File: src/hw/rtl/cfdl_pkg.sv
// Shared types, constants and codes of the cohesive friction damage law core.
`timescale 1ns / 1ps

package cfdl_pkg;

    localparam int NODE_COUNT_DEFAULT = 1024;

    localparam int NODE_IN_W  = 10;
    localparam int DISP_W     = 32;
    localparam int STRESS_W   = 31;
    localparam int FRIC_W     = 20;
    localparam int REL_OPEN_W = 21;
    localparam int REL_SLIP_W = 20;
    localparam int LAW_W      = 2;
    localparam int FACTOR_W   = 17;
    localparam int MEM_W      = REL_OPEN_W + REL_SLIP_W;

    localparam int DVD_W  = 48;
    localparam int DVS_W  = 31;
    localparam int RAD_W  = 64;
    localparam int ROOT_W = 32;

    localparam int IN_DATA_W  = 112;
    localparam int OUT_DATA_W = 128;
    localparam int ADDR_W     = 5;

    localparam logic [16:0] Q_ONE = 17'd65536;
    localparam logic [REL_SLIP_W-1:0] REL_SLIP_MAX = 20'hFFFFF;

    localparam logic OP_EVALUATE = 1'b0;
    localparam logic OP_UPDATE   = 1'b1;

    localparam logic [LAW_W-1:0] COH_BOX    = 2'd0;
    localparam logic [LAW_W-1:0] COH_LINEAR = 2'd1;
    localparam logic [LAW_W-1:0] FRIC_CONST = 2'd0;
    localparam logic [LAW_W-1:0] FRIC_SLIP  = 2'd1;

    localparam logic [2:0] REG_CRIT_OPEN  = 3'd0;
    localparam logic [2:0] REG_CRIT_SLIP  = 3'd1;
    localparam logic [2:0] REG_PEAK_TEN   = 3'd2;
    localparam logic [2:0] REG_PEAK_SHEAR = 3'd3;
    localparam logic [2:0] REG_PEAK_FRIC  = 3'd4;
    localparam logic [2:0] REG_RESID_FRIC = 3'd5;
    localparam logic [2:0] REG_COH_LAW    = 3'd6;
    localparam logic [2:0] REG_FRIC_LAW   = 3'd7;

    localparam logic [STRESS_W-1:0] CRIT_RESET = 31'd16777216;

    typedef enum logic [4:0] {
        ST_IDLE,
        ST_SQ1,
        ST_SQ2,
        ST_ROOT_GO,
        ST_REDUCE,
        ST_ROOT_W,
        ST_DSLIP_GO,
        ST_DSLIP_W,
        ST_DOPEN_GO,
        ST_DOPEN_W,
        ST_COH,
        ST_RMUL,
        ST_DR_GO,
        ST_DR_W,
        ST_MUL_OPEN,
        ST_MUL_SLIP,
        ST_FRIC_MUL,
        ST_FRIC_SUM,
        ST_FINISH
    } state_t;

    typedef struct packed {
        logic             start;
        logic [DVD_W-1:0] dividend;
        logic [DVS_W-1:0] divisor;
    } div_req_t;

    typedef struct packed {
        logic             done;
        logic [DVD_W-1:0] quotient;
    } div_rsp_t;

    typedef struct packed {
        logic             start;
        logic [RAD_W-1:0] radicand;
    } sqrt_req_t;

    typedef struct packed {
        logic              done;
        logic [ROOT_W-1:0] root;
    } sqrt_rsp_t;

endpackage

File: src/hw/rtl/cfdl_div.sv
// Restoring unsigned divider, one quotient bit per cycle.
`timescale 1ns / 1ps

module cfdl_div
    import cfdl_pkg::*;
(
    input  logic     clk,
    input  logic     rst_n,
    input  div_req_t req,
    output div_rsp_t rsp
);

    localparam int CNT_W = $clog2(DVD_W);

    logic             busy_reg, busy_next;
    logic             done_reg, done_next;
    logic [CNT_W-1:0] cnt_reg, cnt_next;
    logic [DVS_W-1:0] rem_reg, rem_next;
    logic [DVS_W-1:0] dvs_reg, dvs_next;
    logic [DVD_W-1:0] quo_reg, quo_next;
    logic [DVS_W:0]   rem_sh;

    always_comb
    begin
        busy_next = busy_reg;
        done_next = 1'b0;
        cnt_next  = cnt_reg;
        rem_next  = rem_reg;
        dvs_next  = dvs_reg;
        quo_next  = quo_reg;
        rem_sh    = {rem_reg, quo_reg[DVD_W-1]};
        if (req.start)
        begin
            busy_next = 1'b1;
            cnt_next  = CNT_W'(DVD_W - 1);
            rem_next  = '0;
            dvs_next  = req.divisor;
            quo_next  = req.dividend;
        end
        else if (busy_reg)
        begin
            // The dividend shifts out at the top while quotient bits enter below.
            if (rem_sh >= {1'b0, dvs_reg})
            begin
                rem_next = DVS_W'(rem_sh - {1'b0, dvs_reg});
                quo_next = {quo_reg[DVD_W-2:0], 1'b1};
            end
            else
            begin
                rem_next = rem_sh[DVS_W-1:0];
                quo_next = {quo_reg[DVD_W-2:0], 1'b0};
            end
            cnt_next = cnt_reg - 1'b1;
            if (cnt_reg == '0)
            begin
                busy_next = 1'b0;
                done_next = 1'b1;
            end
        end
    end

    always_ff @(posedge clk or negedge rst_n)
    begin
        if (!rst_n)
        begin
            busy_reg <= 1'b0;
            done_reg <= 1'b0;
        end
        else
        begin
            busy_reg <= busy_next;
            done_reg <= done_next;
        end
    end

    always_ff @(posedge clk)
    begin
        cnt_reg <= cnt_next;
        rem_reg <= rem_next;
        dvs_reg <= dvs_next;
        quo_reg <= quo_next;
    end

    assign rsp.done     = done_reg;
    assign rsp.quotient = quo_reg;

endmodule

File: config.mk
export PLATFORM = sky130hd
export DESIGN_NAME = cfdl_div
export DESIGN_NICKNAME = d
export VERILOG_FILES = /design/src/hw/rtl/cfdl_pkg.sv /design/src/hw/rtl/cfdl_div.sv
export SDC_FILE = /design/constraint.sdc
export NUM_CORES = 1
export LEC_CHECK = 0
export ABC_CLOCK_PERIOD_IN_PS = 3200
export CAP_MARGIN = 20
export CORE_ASPECT_RATIO = 1.2
export CORE_UTILIZATION = 35
export DETAILED_ROUTE_END_ITERATION = 12
export DONT_BUFFER_PORTS = 1
export GPL_TIMING_DRIVEN = 0
export PLACE_DENSITY = 0.6
export SYNTH_ARGS = -nofsm -noshare
export SYNTH_HDL_FRONTEND = slang
export SYNTH_SLANG_ARGS = --single-unit
File: constraint.sdc
create_clock -name clk -period 3.2 [get_ports clk]
set_input_delay 0.16 -clock clk [delete_from_list [all_inputs] [get_ports clk]]
set_output_delay 0.16 -clock clk [all_outputs]
set_load 0.02 [all_outputs]
Word-level counts from Yosys, hierarchy flattened
Index checks and enable logic that the tools add are counted.
{"block": "totals", "register_bits": 118, "wordCells": 21}
{"block": "classes", "n_addsub": 2, "magnitude_cmp": 1, "muxes": 10, "reduce_logical": 2}
{"op": "2-to-1 mux 48 bit", "n": 2}
{"op": ">= comparator 32 x 31 -> 1 bit", "n": 1}
{"op": "2-to-1 mux 31 bit", "n": 1}
{"op": "subtractor 31 bit", "n": 1}
{"op": "2-to-1 mux 1 bit", "n": 7}
{"op": "zero test 6 bit", "n": 1}
{"op": "subtractor 6 x 1 -> 6 bit, second input constant", "n": 1}
{"op": "nonzero test 2 bit", "n": 1}

Depth between registers and ports, before layout
{"block": "logic_depth", "word_depth": 4, "depth_mapped": 13, "depth_no_buf": 11}

Worst setup path before layout
OpenSTA, ideal clock, no wires.
{"block": "synth_path", "path_kind": "register to register", "start": "register quo_reg[47]", "end": "register rem_reg[0]", "arrival_time_ns": 2.605, "setup_slack_ns": 0.509, "stages_incl_launch_ff": 13, "path_buffers": 1, "cell_sequence": "edfxtp_1 inv_1 ha_1 fa_1 nand2b_1 a21oi_2 o21bai_1 a21oi_2 o21ai_2 a21o_1 buf_6 mux2_4 a211oi_1"}
{"block": "synth_via", "elab_chain_cells": 2, "elab_cells_between_ends": 3, "cone_classes": "1 x add/sub; 1 x order compare; 1 x mux"}
{"element": "start: declaration", "line": "cfdl_div.sv:20", "rtl": "logic [DVD_W-1:0] quo_reg, quo_next;"}
{"element": "start signal: assignment", "line": "cfdl_div.sv:81", "rtl": "quo_reg <= quo_next;"}
{"element": "subtractor 31 bit or >= comparator 32 x 31 -> 1 bit (tied branches)", "line": "cfdl_div.sv:45, cfdl_div.sv:43"}
{"element": "2-to-1 mux 31 bit *", "line": "cfdl_div.sv:43", "rtl": "if (rem_sh >= {1'b0, dvs_reg})"}
{"element": "end signal: assignment", "line": "cfdl_div.sv:79", "rtl": "rem_reg <= rem_next;"}
{"element": "end: declaration", "line": "cfdl_div.sv:18", "rtl": "logic [DVS_W-1:0] rem_reg, rem_next;"}
Mark *: on every way between the ends. The rest lies on a longest branch, timed or not.
A chain may end at the register's enable or synchronous reset.

Worst setup path after layout
{"block": "layout_path", "start": "register quo_reg[47]", "end": "register rem_reg[30]"}
Same word-level chain as after synthesis.

==> impl_metrics.json <==
{
  "status": "completed",
  "synthCells": 587,
  "setup_slack_ns": 0.239,
  "ff_latch_area_sq_um": 3160,
  "io_pins": 131,
  "critPathSlowestCell": "edfxtp_1",
  "worstSetupPathType": "reg -> reg",
  "coreArea_sq_um": 18200,
  "worstPathArrival_ns": 3.25,
  "drc": 0,
  "holdWs_ns": 0.0222,
  "ant_nets": 0,
  "ys_ff_latch": 118,
  "required_ns": 3.49,
  "crit_path_max_incr_delay_ns": 0.53,
  "crit_fanout": 10,
  "clock_tree.buffer_depth": 2,
  "largest_reg_flops": 48,
  "cts_num_sinks": 118,
  "crit_family": "compound AO/OA/AOI/OAI gates",
  "dpl_cell_area_sq_um": 6800,
  "grt_max_degree": 49,
  "cap_violations": 0,
  "grt_pass1_vias": 5231,
  "max_freq_mhz": 338,
  "ir_worst_vdd_mv": 0.362,
  "cp-end-kind": "flip-flop",
  "final_common_cell": "dlygate4sd3_1",
  "num-fill-cells": 1642,
  "die_h_um": 151,
  "drive_gt1_share_pct": 18.2,
  "overflow": 0,
  "slew_violations": 0,
  "tightest_slew_ns": 0.890,
  "synth_warnings": 0,
  "multi_input_area_sq_um": 3040,
  "numPortBuffers": 0,
  "post-route-period-util_pct": 92.5,
  "path_clk_slew_ns": 0.06,
  "hold_viol_final": 0,
  "fin_nets": 811,
  "min_path_type": "in -> reg",
  "antenna_cells": 0,
  "synth_top_area_share_pct": 36.5,
  "routed_wl_mm": 16.4,
  "synth.top_cells.by_area": "edfxtp_1 (36%), dfxtp_1 (11%), mux2_2 (8.3%)",
  "wl_per_cell_um": 17.6,
  "seq_area_frac_synth_pct": 48.6,
  "final-setup-viol-count": 0,
  "synthesis.area_sq_um": 6500,
  "cts_made_buffers": 17,
  "cts-root-buf": "clkbuf_16",
  "insertion_delay_ns": 0.41,
  "synth_fp_nets": 703,
  "die_w_um": 126,
  "antenna_found_initial": 0,
  "viasPerCell": 5.26,
  "cts_tree": "yes",
  "rows": 54,
  "dp_hpwl_mm": 11.4,
  "avgSynthCellArea_sq_um": 11.1,
  "grt_pass1_wl_mm": 26.5,
  "synthDistinctLibCells": 71,
  "synth_largest_area_cell": "edfxtp_1",
  "relSlewSlack_pct": 40.4,
  "finalCoreUtilization_pct": 46.0,
  "fin_crit_ns": 2.96,
  "final_area_sq_um": 8360,
  "layout_common_cells": "dlygate4sd3_1 (81), edfxtp_1 (79), nand2_1 (54), mux2_2 (48), inv_1 (40)",
  "start_util_pct": 35.8,
  "rsz0062_at_grt": "false",
  "dieArea_sq_um": 19100,
  "gp_congestion": 0.839,
  "crit_buf_inv": 3,
  "worstSetupStartpointType": "flip-flop",
  "num_vias": 4902,
  "p_leak_uw": 0.00330,
  "area_growth_pct": 28.5,
  "power.density_nw_per_um2": 523,
  "grt_usage_pct": 18.1,
  "drt_iter0_markers": 284,
  "crit_path_cell_trace": "inv_2 > ha_1 > fa_2 > nand2b_4 > a21oi_4 > o21bai_2 > a21oi_2 > o21ai_2 > a21o_1 > buf_6 > clkbuf_4 > a32oi_1 > o21ai_0",
  "firstDrtPassIters": 4,
  "dp_slack_ns": -0.0228,
  "clock_skew_ns": 0.0102,
  "cts_max_level": 4,
  "synthArstFlopShare_pct": 1.69,
  "synth-edff-count": 79,
  "ys.flop_type": "edfxtp_1"
}
[where the power goes]
part	leakage, uW	total (uW)	internal [uW]	switching, uW
Clock	0.000310	2080	1320	757
Combinational	0.00186	404	215	189
Sequential	0.00114	1890	1750	143
Total	0.00330	4370	3280	1090
[synthesized netlist by cell type (6+ instances only)]
| master | n |
|---|---|
| a211oi_1 | 6 |
| a21o_1 | 10 |
| a21oi_1 | 29 |
| a311oi_1 | 10 |
| a32oi_1 | 9 |
| clkbuf_1 | 9 |
| dfxtp_1 | 37 |
| edfxtp_1 | 79 |
| ha_1 | 33 |
| inv_1 | 42 |
| mux2_2 | 48 |
| mux2i_1 | 8 |
| nand2_1 | 54 |
| nand3_1 | 6 |
| nor2_1 | 35 |
| o21a_1 | 7 |
| o21ai_0 | 34 |
| o21bai_1 | 7 |
| xnor2_1 | 27 |
[final timing paths]
kind	cells past startpoint	startpoint	slack, ns	to
setup / recovery	13	quo_reg[47]	0.24	rem_reg[30]
hold / removal	3	req[79]	0.02	rem_reg[13]
setup reg to reg	13	quo_reg[47]	0.24	rem_reg[30]
hold reg to reg	2	rem_reg[16]	0.49	rem_reg[16]
max in group asynchronous	2	rst_n	2.55	busy_reg
min in group asynchronous	2	rst_n	0.52	done_reg
[kinds of logic after synthesis]
family / after synthesis / synth area share [%]
muxes: 57 / 9.77
buffers and inverters: 68 / 5.16
DFF: 118 / 48.6
and+or+nand+nor: 131 / 9.47
AOI/OAI and AO/OA: 147 / 16.0
xor gates and xnor gates: 32 / 4.31
adders and majority gates: 34 / 6.66
[stage by stage]
| step | total power [uW] | cells | TNS (ns) |
|---|---|---|---|
| 2_1_floorplan | 2140 | 587 | 0 |
| 3_3_place_gp | 2220 | 811 | -6.89 |
| 3_5_place_dp | 2220 | 812 | -0.0548 |
| 4_1_cts | 4420 | 927 | 0 |
| 5_1_grt | 4540 | 932 | 0 |
| 6_report | 4370 | 932 | 0 |
[worst min-delay path: stages]
cell and delay [ns]:
nor2b_1 0.04, nand2_1 0.10, o21ai_0 0.09
[per-layer routing]
| layer | vias up | GRT usage, % | wire, um |
|---|---|---|---|
| li1 | 2387 | - | - |
| met1 | 2322 | 20.3 | 6830 |
| met2 | 173 | 32.0 | 8080 |
| met3 | 20 | 5.79 | 1230 |
| met4 | 0 | 7.11 | 271 |
| met5 | - | 0 | 0 |
[cell type report]
cell class,instances,area share [%]
buffer,25,2.16
clock buffer,17,5.09
clock inverter,15,2.53
inverter,43,1.93
multi-input combinational,401,36.4
sequential,118,37.9
tap,224,3.35
timing repair buffer,89,10.7
[timing repair]
| action | in CTS | in global routing |
|---|---|---|
| endpoints found under the setup margin | 10 | 24 |
| hold buffers | 82 | 0 |
| setup buffers | 1 | 5 |
| pin swaps | 1 | 2 |
| endpoints found under the hold margin | 112 | 0 |
| resized for setup | 1 | 8 |
(Power assumes the default switching activity.)
