[config.mk]
export PLATFORM = sky130hd
export DESIGN_NAME = cfdl_isqrt
export DESIGN_NICKNAME = d
export VERILOG_FILES = /design/src/hw/rtl/cfdl_pkg.sv /design/src/hw/rtl/cfdl_isqrt.sv
export SDC_FILE = /design/constraint.sdc
export NUM_CORES = 1
export LEC_CHECK = 0
export BUFFER_PORTS_ARGS = -buffer_cell sky130_fd_sc_hd__buf_2
export CAP_MARGIN = 15
export CORE_ASPECT_RATIO = 0.8
export CORE_MARGIN = 1
export CORE_UTILIZATION = 25
export CTS_BUF_LIST = sky130_fd_sc_hd__clkbuf_4 sky130_fd_sc_hd__clkbuf_8
export DETAILED_ROUTE_END_ITERATION = 16
export SLEW_MARGIN = 20
export SYNTH_ARGS = -nofsm -noshare
export SYNTH_HDL_FRONTEND = slang
export SYNTH_SLANG_ARGS = --single-unit
[constraint.sdc]
create_clock -name clk -period 3.3 [get_ports clk]
set_clock_uncertainty 0.05 [all_clocks]
set_input_delay 0.66 -clock clk [delete_from_list [all_inputs] [get_ports clk]]
set_output_delay 0.66 -clock clk [all_outputs]
set_load 0.005 [all_outputs]
[src/hw/rtl/cfdl_pkg.sv]
// Shared types, constants and codes of the cohesive friction damage law core.
`timescale 1ns / 1ps

package cfdl_pkg;

    localparam int NODE_COUNT_DEFAULT = 1024;

    localparam int NODE_IN_W  = 10;
    localparam int DISP_W     = 32;
    localparam int STRESS_W   = 31;
    localparam int FRIC_W     = 20;
    localparam int REL_OPEN_W = 21;
    localparam int REL_SLIP_W = 20;
    localparam int LAW_W      = 2;
    localparam int FACTOR_W   = 17;
    localparam int MEM_W      = REL_OPEN_W + REL_SLIP_W;

    localparam int DVD_W  = 48;
    localparam int DVS_W  = 31;
    localparam int RAD_W  = 64;
    localparam int ROOT_W = 32;

    localparam int IN_DATA_W  = 112;
    localparam int OUT_DATA_W = 128;
    localparam int ADDR_W     = 5;

    localparam logic [16:0] Q_ONE = 17'd65536;
    localparam logic [REL_SLIP_W-1:0] REL_SLIP_MAX = 20'hFFFFF;

    localparam logic OP_EVALUATE = 1'b0;
    localparam logic OP_UPDATE   = 1'b1;

    localparam logic [LAW_W-1:0] COH_BOX    = 2'd0;
    localparam logic [LAW_W-1:0] COH_LINEAR = 2'd1;
    localparam logic [LAW_W-1:0] FRIC_CONST = 2'd0;
    localparam logic [LAW_W-1:0] FRIC_SLIP  = 2'd1;

    localparam logic [2:0] REG_CRIT_OPEN  = 3'd0;
    localparam logic [2:0] REG_CRIT_SLIP  = 3'd1;
    localparam logic [2:0] REG_PEAK_TEN   = 3'd2;
    localparam logic [2:0] REG_PEAK_SHEAR = 3'd3;
    localparam logic [2:0] REG_PEAK_FRIC  = 3'd4;
    localparam logic [2:0] REG_RESID_FRIC = 3'd5;
    localparam logic [2:0] REG_COH_LAW    = 3'd6;
    localparam logic [2:0] REG_FRIC_LAW   = 3'd7;

    localparam logic [STRESS_W-1:0] CRIT_RESET = 31'd16777216;

    typedef enum logic [4:0] {
        ST_IDLE,
        ST_SQ1,
        ST_SQ2,
        ST_ROOT_GO,
        ST_REDUCE,
        ST_ROOT_W,
        ST_DSLIP_GO,
        ST_DSLIP_W,
        ST_DOPEN_GO,
        ST_DOPEN_W,
        ST_COH,
        ST_RMUL,
        ST_DR_GO,
        ST_DR_W,
        ST_MUL_OPEN,
        ST_MUL_SLIP,
        ST_FRIC_MUL,
        ST_FRIC_SUM,
        ST_FINISH
    } state_t;

    typedef struct packed {
        logic             start;
        logic [DVD_W-1:0] dividend;
        logic [DVS_W-1:0] divisor;
    } div_req_t;

    typedef struct packed {
        logic             done;
        logic [DVD_W-1:0] quotient;
    } div_rsp_t;

    typedef struct packed {
        logic             start;
        logic [RAD_W-1:0] radicand;
    } sqrt_req_t;

    typedef struct packed {
        logic              done;
        logic [ROOT_W-1:0] root;
    } sqrt_rsp_t;

endpackage

[src/hw/rtl/cfdl_isqrt.sv]
// Digit-by-digit integer square root, one root bit per cycle.
`timescale 1ns / 1ps

module cfdl_isqrt
    import cfdl_pkg::*;
(
    input  logic      clk,
    input  logic      rst_n,
    input  sqrt_req_t req,
    output sqrt_rsp_t rsp
);

    localparam int CNT_W = $clog2(ROOT_W);
    localparam int REM_W = ROOT_W + 2;

    logic              busy_reg, busy_next;
    logic              done_reg, done_next;
    logic [CNT_W-1:0]  cnt_reg, cnt_next;
    logic [REM_W-1:0]  rem_reg, rem_next;
    logic [RAD_W-1:0]  rad_reg, rad_next;
    logic [ROOT_W-1:0] root_reg, root_next;
    logic [REM_W+1:0]  rem_sh;
    logic [REM_W+1:0]  trial;

    always_comb
    begin
        busy_next = busy_reg;
        done_next = 1'b0;
        cnt_next  = cnt_reg;
        rem_next  = rem_reg;
        rad_next  = rad_reg;
        root_next = root_reg;
        rem_sh    = {rem_reg, rad_reg[RAD_W-1:RAD_W-2]};
        trial     = (REM_W + 2)'({root_reg, 2'b01});
        if (req.start)
        begin
            busy_next = 1'b1;
            cnt_next  = CNT_W'(ROOT_W - 1);
            rem_next  = '0;
            rad_next  = req.radicand;
            root_next = '0;
        end
        else if (busy_reg)
        begin
            rad_next = {rad_reg[RAD_W-3:0], 2'b00};
            if (rem_sh >= trial)
            begin
                rem_next  = REM_W'(rem_sh - trial);
                root_next = {root_reg[ROOT_W-2:0], 1'b1};
            end
            else
            begin
                rem_next  = REM_W'(rem_sh);
                root_next = {root_reg[ROOT_W-2:0], 1'b0};
            end
            cnt_next = cnt_reg - 1'b1;
            if (cnt_reg == '0)
            begin
                busy_next = 1'b0;
                done_next = 1'b1;
            end
        end
    end

    always_ff @(posedge clk or negedge rst_n)
    begin
        if (!rst_n)
        begin
            busy_reg <= 1'b0;
            done_reg <= 1'b0;
        end
        else
        begin
            busy_reg <= busy_next;
            done_reg <= done_next;
        end
    end

    always_ff @(posedge clk)
    begin
        cnt_reg  <= cnt_next;
        rem_reg  <= rem_next;
        rad_reg  <= rad_next;
        root_reg <= root_next;
    end

    assign rsp.done = done_reg;
    assign rsp.root = root_reg;

endmodule

* Word level (Yosys, flattened, before mapping)
Cells that the tools add are included.
Widths: inputs -> output; s select.
** Word-level totals
- Output and inout bits :: 33
- Flip-flop bits (word level) :: 137
- Input port bits :: 67
** Cells by class
- $lt $le $gt $ge :: 1
- Multiplexer cells :: 10
- $add $sub $neg :: 2
- Reduce and logical (&&, ||, !) cells :: 2
** Operator list (number)
- $mux 64 :: 2
- $ge 36x34->1 :: 1
- $mux 34 :: 1
- $sub 34x34->34 :: 1
- $mux 1 :: 7
- $logic_not 5->1 :: 1
- $sub 5x1->5 const B :: 1
- $reduce_bool 2->1 :: 1

* Depth between registers and ports, before layout
Gate-level depths: netlist of the first run.
- Depth after elaboration :: 4
- Gate-level depth with buffers :: 14

* Worst setup path after synthesis of the first run
Ideal clock, no wire load.
- Path kind :: register -> register
- From :: reg root_reg[3]
- To :: reg rem_reg[26]
- Setup time :: 0.127 ns
- Path buffers :: 0
- Stages on the path, launching flop included :: 12
- Required time :: 3.123 ns
- Arrival time :: 2.468 ns
- Setup slack :: 0.655 ns
- Cell sequence :: dfxtp_1 inv_1 ha_1 a211oi_1 nor2_1 nor3_2 o21ai_1 a41oi_1 o21ai_0 a2111o_1 a31oi_1 nor3_1
** Between the ends
- Cells in the longest elaborated chain, start to end :: 2
- Elaborated cells on any way between the ends :: 3
- Those cells by class :: add/sub: 1; order compare: 1; mux: 1
** RTL lines
- start: declaration :: line cfdl_isqrt.sv:21 : logic [ROOT_W-1:0] root_reg, root_next;
- start signal: assignment :: line cfdl_isqrt.sv:84 : root_reg <= root_next;
- $sub 34x34->34 or $ge 36x34->1 (tied branches) :: line cfdl_isqrt.sv:48, cfdl_isqrt.sv:46
- $mux 34 * :: line cfdl_isqrt.sv:46 : if (rem_sh >= trial)
- end signal: assignment :: line cfdl_isqrt.sv:82 : rem_reg <= rem_next;
- end: declaration :: line cfdl_isqrt.sv:19 : logic [REM_W-1:0] rem_reg, rem_next;
Mark *: on every way between the ends. The rest lies on a longest branch, timed or not.
A chain may end at the register's enable or synchronous reset.

* Worst setup path after layout of the first run
- From :: reg root_reg[27]
- To :: reg rem_reg[26]
** Between the ends
- Cells in the longest elaborated chain, start to end :: 2
** RTL lines (line)
- $ge 36x34->1 :: cfdl_isqrt.sv:46
- $mux 34 :: cfdl_isqrt.sv:46
Every way passes these cells.

==> results of run 1 <==
==> power groups by stage <==
stage	Sequential [mW]	Clock [mW]	Combinational (mW)
after floorplan	2.21	0	2.88
after detailed placement	2.27	0	3.63
final	2.24	1.59	3.76
after global placement	2.27	0	3.62
after CTS	2.24	1.65	3.66
after global routing	2.27	1.71	4.20
==> cell type report <==
class                      count  area [um2]  area share (%)
multi-input combinational    509        3721           41.73
timing repair buffer         122       710.7           7.971
inverter                      47       176.4           1.979
clock buffer                  19       249.0           2.793
tap                          377       471.7           5.290
sequential                   137        3397           38.10
clock inverter                13       190.2           2.133
==> metrics by stage <==
stage | setup WS [ns] | instances | hold slack, ns | instance area [um2] | utilization [%]
after floorplan | 0.6546 | 728 | 0.3144 | 7448 | -
after global routing | 0.02534 | 1224 | 0.3967 | 8916 | 30.44
final | 0.2227 | 1224 | 0.4081 | 8916 | 30.44
after global placement | 0.1999 | 1186 | 0.3958 | 8429 | 28.78
after CTS | 0.1544 | 1219 | 0.3944 | 8879 | 30.31
after detailed placement | 0.1963 | 1186 | 0.3954 | 8429 | 28.78
==> synthesized netlist by cell type, drive strengths merged (2+ instances only) <==
cell type,n
dfxtp,71
o211ai,7
o31ai,4
inv,47
nor2,77
o221ai,2
a31oi,5
buf,12
and2,5
nor2b,3
nand3,12
nand2,43
o21a,5
and3,5
o21ai,29
clkbuf,23
a22o,2
dfrtp,2
a21o,11
nor3,10
nand4,9
mux2i,49
nand2b,8
a211oi,23
o21bai,9
a2111o,2
xor2,16
a21oi,48
mux2,63
edfxtp,64
xnor2,15
ha,35
==> final timing paths <==
path | from | to | slack (ns)
min in group asynchronous | rst_n | busy_reg | 0.49
setup reg to reg | root_reg[27] | rem_reg[26] | 0.22
hold reg to reg | rem_reg[33] | rem_reg[33] | 0.41
hold / removal | rem_reg[33] | rem_reg[33] | 0.41
setup / recovery | root_reg[27] | rem_reg[26] | 0.22
max in group asynchronous | rst_n | busy_reg | 2.61
==> per-layer routing <==
layer	track usage, %	vias up	wire length [um]
li1	-	2829	-
met2	16.94	111	7366
met1	16.60	2676	9282
met4	3.675	0	208
met5	0	-	0
met3	3.470	16	926
==> cells in the final DEF (no fill, tap or decap), types with 15 or more instances in the layout <==
cell / count
xor2_1: 16
nor2_1: 77
ha_1: 35
a211oi_1: 21
mux2i_1: 49
a21oi_1: 48
clkbuf_8: 17
mux2_2: 63
xnor2_1: 15
buf_4: 20
buf_2: 98
nand2_1: 42
o21ai_0: 26
edfxtp_1: 64
dfxtp_1: 71
inv_1: 46
==> timing repair <==
item,4_1_cts,5_1_grt
buffers inserted,0,5
hold buffers,1,0
endpoints found under the hold margin,2,0
endpoints found under the setup margin,0,4
gates resized for setup,0,0
==> cell families after synthesis <==
| group | after synthesis | share of synthesized area, % |
|---|---|---|
| simple gates | 175 | 10.42 |
| fa+ha+maj | 35 | 5.879 |
| compound gates | 156 | 13.91 |
| buf+inv | 82 | 4.485 |
| flops | 137 | 45.56 |
| xor+xnor | 31 | 3.645 |
| mux | 112 | 16.11 |
==> critical path: cells and delay by family (launching register included) <==
family / cells / cell delay [ns]
compound gates: 7 / 1.51
fa+ha+maj: 1 / 0.40
flops: 1 / 0.39
mux: 1 / 0.28
buf+inv: 2 / 0.25
simple gates: 1 / 0.07
==> flow_summary.ini, run 1 <==
[run_status]
status = finished clean

[placement]
io_buffers = 99
gp_congestion = 0.8726
dp_hpwl_um = 12670

[die]
die_y_um = 156.4
die_x_um = 195.0
die-area_mm2 = 0.03049
rows = 56
start_util_pct = 25.43
io_pins = 100
coreArea_mm2 = 0.02929

[power_and_ir_drop]
clkPwrFrac_pct = 21.0
p_sw_mw = 2.958
sw_frac_of_total_pct = 38.99
p_leak_nw = 3.928
total_power_mw = 7.587
combPwrFrac_pct = 49.6
pwr-share-seq_pct = 29.5
power.internal_mw = 4.629
ir_worst_vdd_uv = 355.2
cellPowerDensity_mw_per_mm2 = 851.0

[timing]
hold_viol = 0
drv_slew = 0
relSlewSlack_pct = 66.87
finalCritPeriodShare_pct = 93.25
worstMarginPinSlew_ns = 0.4917
final-setup-viol-count = 0
period_minus_slack_ns = 3.077
tns_ns = 0
rsz0062_at_grt = no
max_freq_mhz = 325.0

[clock_network]
htree_num_levels = 4
numCtsBuffers = 17
cts_root_buf = clkbuf_8
clk_path_buf_depth = 2
clkTransAtPathRegs_ns = 0.09
insertion_delay_ns = 0.46
cts.sinks = 137
cts_tree = done

[logic_synthesis]
ys_types = 56
yosysSeqAreaShare_pct = 45.56
yosysTopAreaCellShare_pct = 25.80
synth.top_cells.by_area = edfxtp_1 (26%), dfxtp_1 (19%), mux2_2 (9.5%)
syn_area_mm2 = 0.007448
synthCells = 728
synth_edf_count = 64
synth_nets = 830
syn_avg_cell_area_um2 = 10.23
yosys_warnings = 0
synthFlopType = dfxtp_1
async_flop_share_pct = 1.460
ys_seq_elements = 137
yosysTopAreaCell = edfxtp_1

[setup_path]
worst-path-max-fanout = 9
slowest_stage = ha_1
reg2reg_depth = 12
cp_cell_sequence = inv_1 > ha_1 > a21o_1 > a21o_1 > a21oi_1 > o21ai_0 > a31oi_1 > o31ai_4 > buf_4 > mux2_2 > a31oi_1 > nor3_1
timing.critical_path.from_type = register
cpPeakStageDelay_ns = 0.40
cp.required_ns = 3.59
crit_path_end_kind = register
cp.arrival_ns = 3.36
critPathKind = reg -> reg

[drt]
ant_nets = 0
routedWlPerCell_um = 14.53
wl_um = 17780
first_pass_iters = 6
initialDrtViolationCount = 392
route.detailed.drc = 0
vias = 5632
drt-vias-per-instance = 4.601

[grt]
grt_max_degree = 65
grt_pass1_vias = 5263
grt_pass1_wl_um = 28100
antenna_found_initial = 0
gr-total-overflow = 0
track_usage_pct = 11.74

[layout]
largest_reg_flops = 64
drive_gt1_share_pct = 26.80
area_delta_synth_final_pct = 19.70
num-fill-cells = 3069
nNetsFinal = 936
diodes = 0

[hold_path]
min_path_type = reg -> reg
worstHoldPathCells = 2

[run]
cap_viol_max_count = 0
Power figures use the tool's default switching activity.
==> run 2, diff against run 1 <==
Clock period 3.3 ns to 2.8 ns, I/O delays scaled along.
==> flow_summary.ini, run 2 (synthesis gave the netlist of run 1 again) <==
[timing]
layout_setup_ws_ns = 0.07958
finalCritPeriodShare_pct = 97.16
period_minus_slack_ns = 2.720
hold_slack_ns = 0.3367
hold_viol = 0
worstMarginPinSlew_ns = 0.4849
rsz0062_at_grt = yes
drv_slew = 0
max_freq_mhz = 367.6
final-setup-viol-count = 0
relSlewSlack_pct = 67.68

[grt]
gr-usage-met1_pct = 17.51
antenna_found_initial = 1
grt_pass1_wl_um = 29390
grt_busiest_layer = met2
gr-total-overflow = 0
track_usage_pct = 12.28
use_met3_pct = 3.190
grt_pass1_vias = 5599
use_met2_pct = 17.72
grt_max_degree = 61

[power_and_ir_drop]
p_leak_nw = 4.247
ir_worst_vdd_uv = 437.0
cellPowerDensity_mw_per_mm2 = 1015
total_power_mw = 9.733

[setup_path]
cp.arrival_ns = 3.02
worst-path-max-fanout = 6
timing.critical_path.from_type = register
critPathKind = reg -> reg
cp.required_ns = 3.10
crit_path_end_kind = register

[die]
die_x_um = 195.0
die_y_um = 156.4
die-area_mm2 = 0.03049
coreArea_mm2 = 0.02929
rows = 56
start_util_pct = 25.43
io_pins = 100

[clock_network]
clkTransAtPathRegs_ns = 0.10
htree_num_levels = 4
cts_root_buf = clkbuf_8
numCtsBuffers = 17
cts_tree = done
insertion_delay_ns = 0.47
cts.sinks = 137
clk_path_buf_depth = 2

[layout]
num-fill-cells = 3022
drive_gt1_share_pct = 36.33
diodes = 0
final-seq-area_mm2 = 0.003406
multi_input_comb_area_mm2 = 0.003916
nNetsFinal = 1000
final_common_cell = buf_2
largest_reg_flops = 64
mostFrequentLayoutCells = buf_2 (98), buf_4 (82), nor2_1 (75)
final_cells = 1288
area_delta_synth_final_pct = 28.76

[placement]
place_ws_ns = -0.1619
dp_cells = 1250
dp_hpwl_um = 13210
gp_congestion = 0.8766
io_buffers = 99

[run_status]
status = finished clean

[drt]
route.detailed.drc = 0
drt-vias-per-instance = 4.581
ant_nets = 0
initialDrtViolationCount = 397
first_pass_iters = 5
wl_um = 18790
vias = 5900
routedWlPerCell_um = 14.59

[hold_path]
min_path_type = in -> reg

[run]
cap_viol_max_count = 0
[run 2: timing repair]
action	4_1_cts	5_1_grt
pin swaps	3	16
setup buffers	1	3
hold buffers	1	0
gates cloned	0	1
resized for setup	13	42
hold endpoints to repair	2	0
setup endpoints to repair	27	34
[run 2: final timing paths]
check                            start  slack, ns           to  cells after the start
hold reg to reg            rem_reg[33]       0.42  rem_reg[33]                      2
setup reg to reg           root_reg[3]       0.08  rem_reg[26]                     12
min in group asynchronous        rst_n       0.38     busy_reg                      2
setup / recovery           root_reg[3]       0.08  rem_reg[26]                     12
hold / removal                  req[0]       0.34   rad_reg[0]                      2
max in group asynchronous        rst_n       2.21     busy_reg                      2
[run 2: routing by layer]
metal / wire, um / vias to the layer above
met3: 848 / 15
li1: - / 2962
met2: 7962 / 139
met5: 13 / -
met1: 9714 / 2782
met4: 247 / 2
[run 2: cell type report]
type	count	share of cell area [%]
multi-input cells	509	40.83
flip-flops and latches	137	35.51
repair buffers	186	12.73
well taps	377	4.918
clock buffers	19	2.661
inverters	47	1.840
clock inverters	13	1.500
[run 2: power by group]
group          total (mW)  switching [mW]  internal, mW
combinational        5.41            2.74          2.67
sequential           2.63           0.204          2.42
clock                1.70           0.867         0.832
[run 2: stage by stage]
step	cell area [um2]	utilization, %	TNS [ns]
floorplan	7448	-	0
global placement	8910	30.42	-0.8017
detailed placement	8910	30.42	-1.043
CTS	9353	31.93	0
global route	9590	32.75	-0.1151
finish	9590	32.75	0
[run 2: critical path: stages (launching register included)]
cell      delay, ns
dfxtp_1        0.34
inv_1          0.07
ha_4           0.30
nand4_1        0.14
a211oi_2       0.25
nor3_2         0.09
o221ai_2       0.20
a211oi_2       0.15
o31ai_4        0.27
buf_12         0.17
mux2_2         0.33
a31oi_1        0.18
nor3_1         0.07
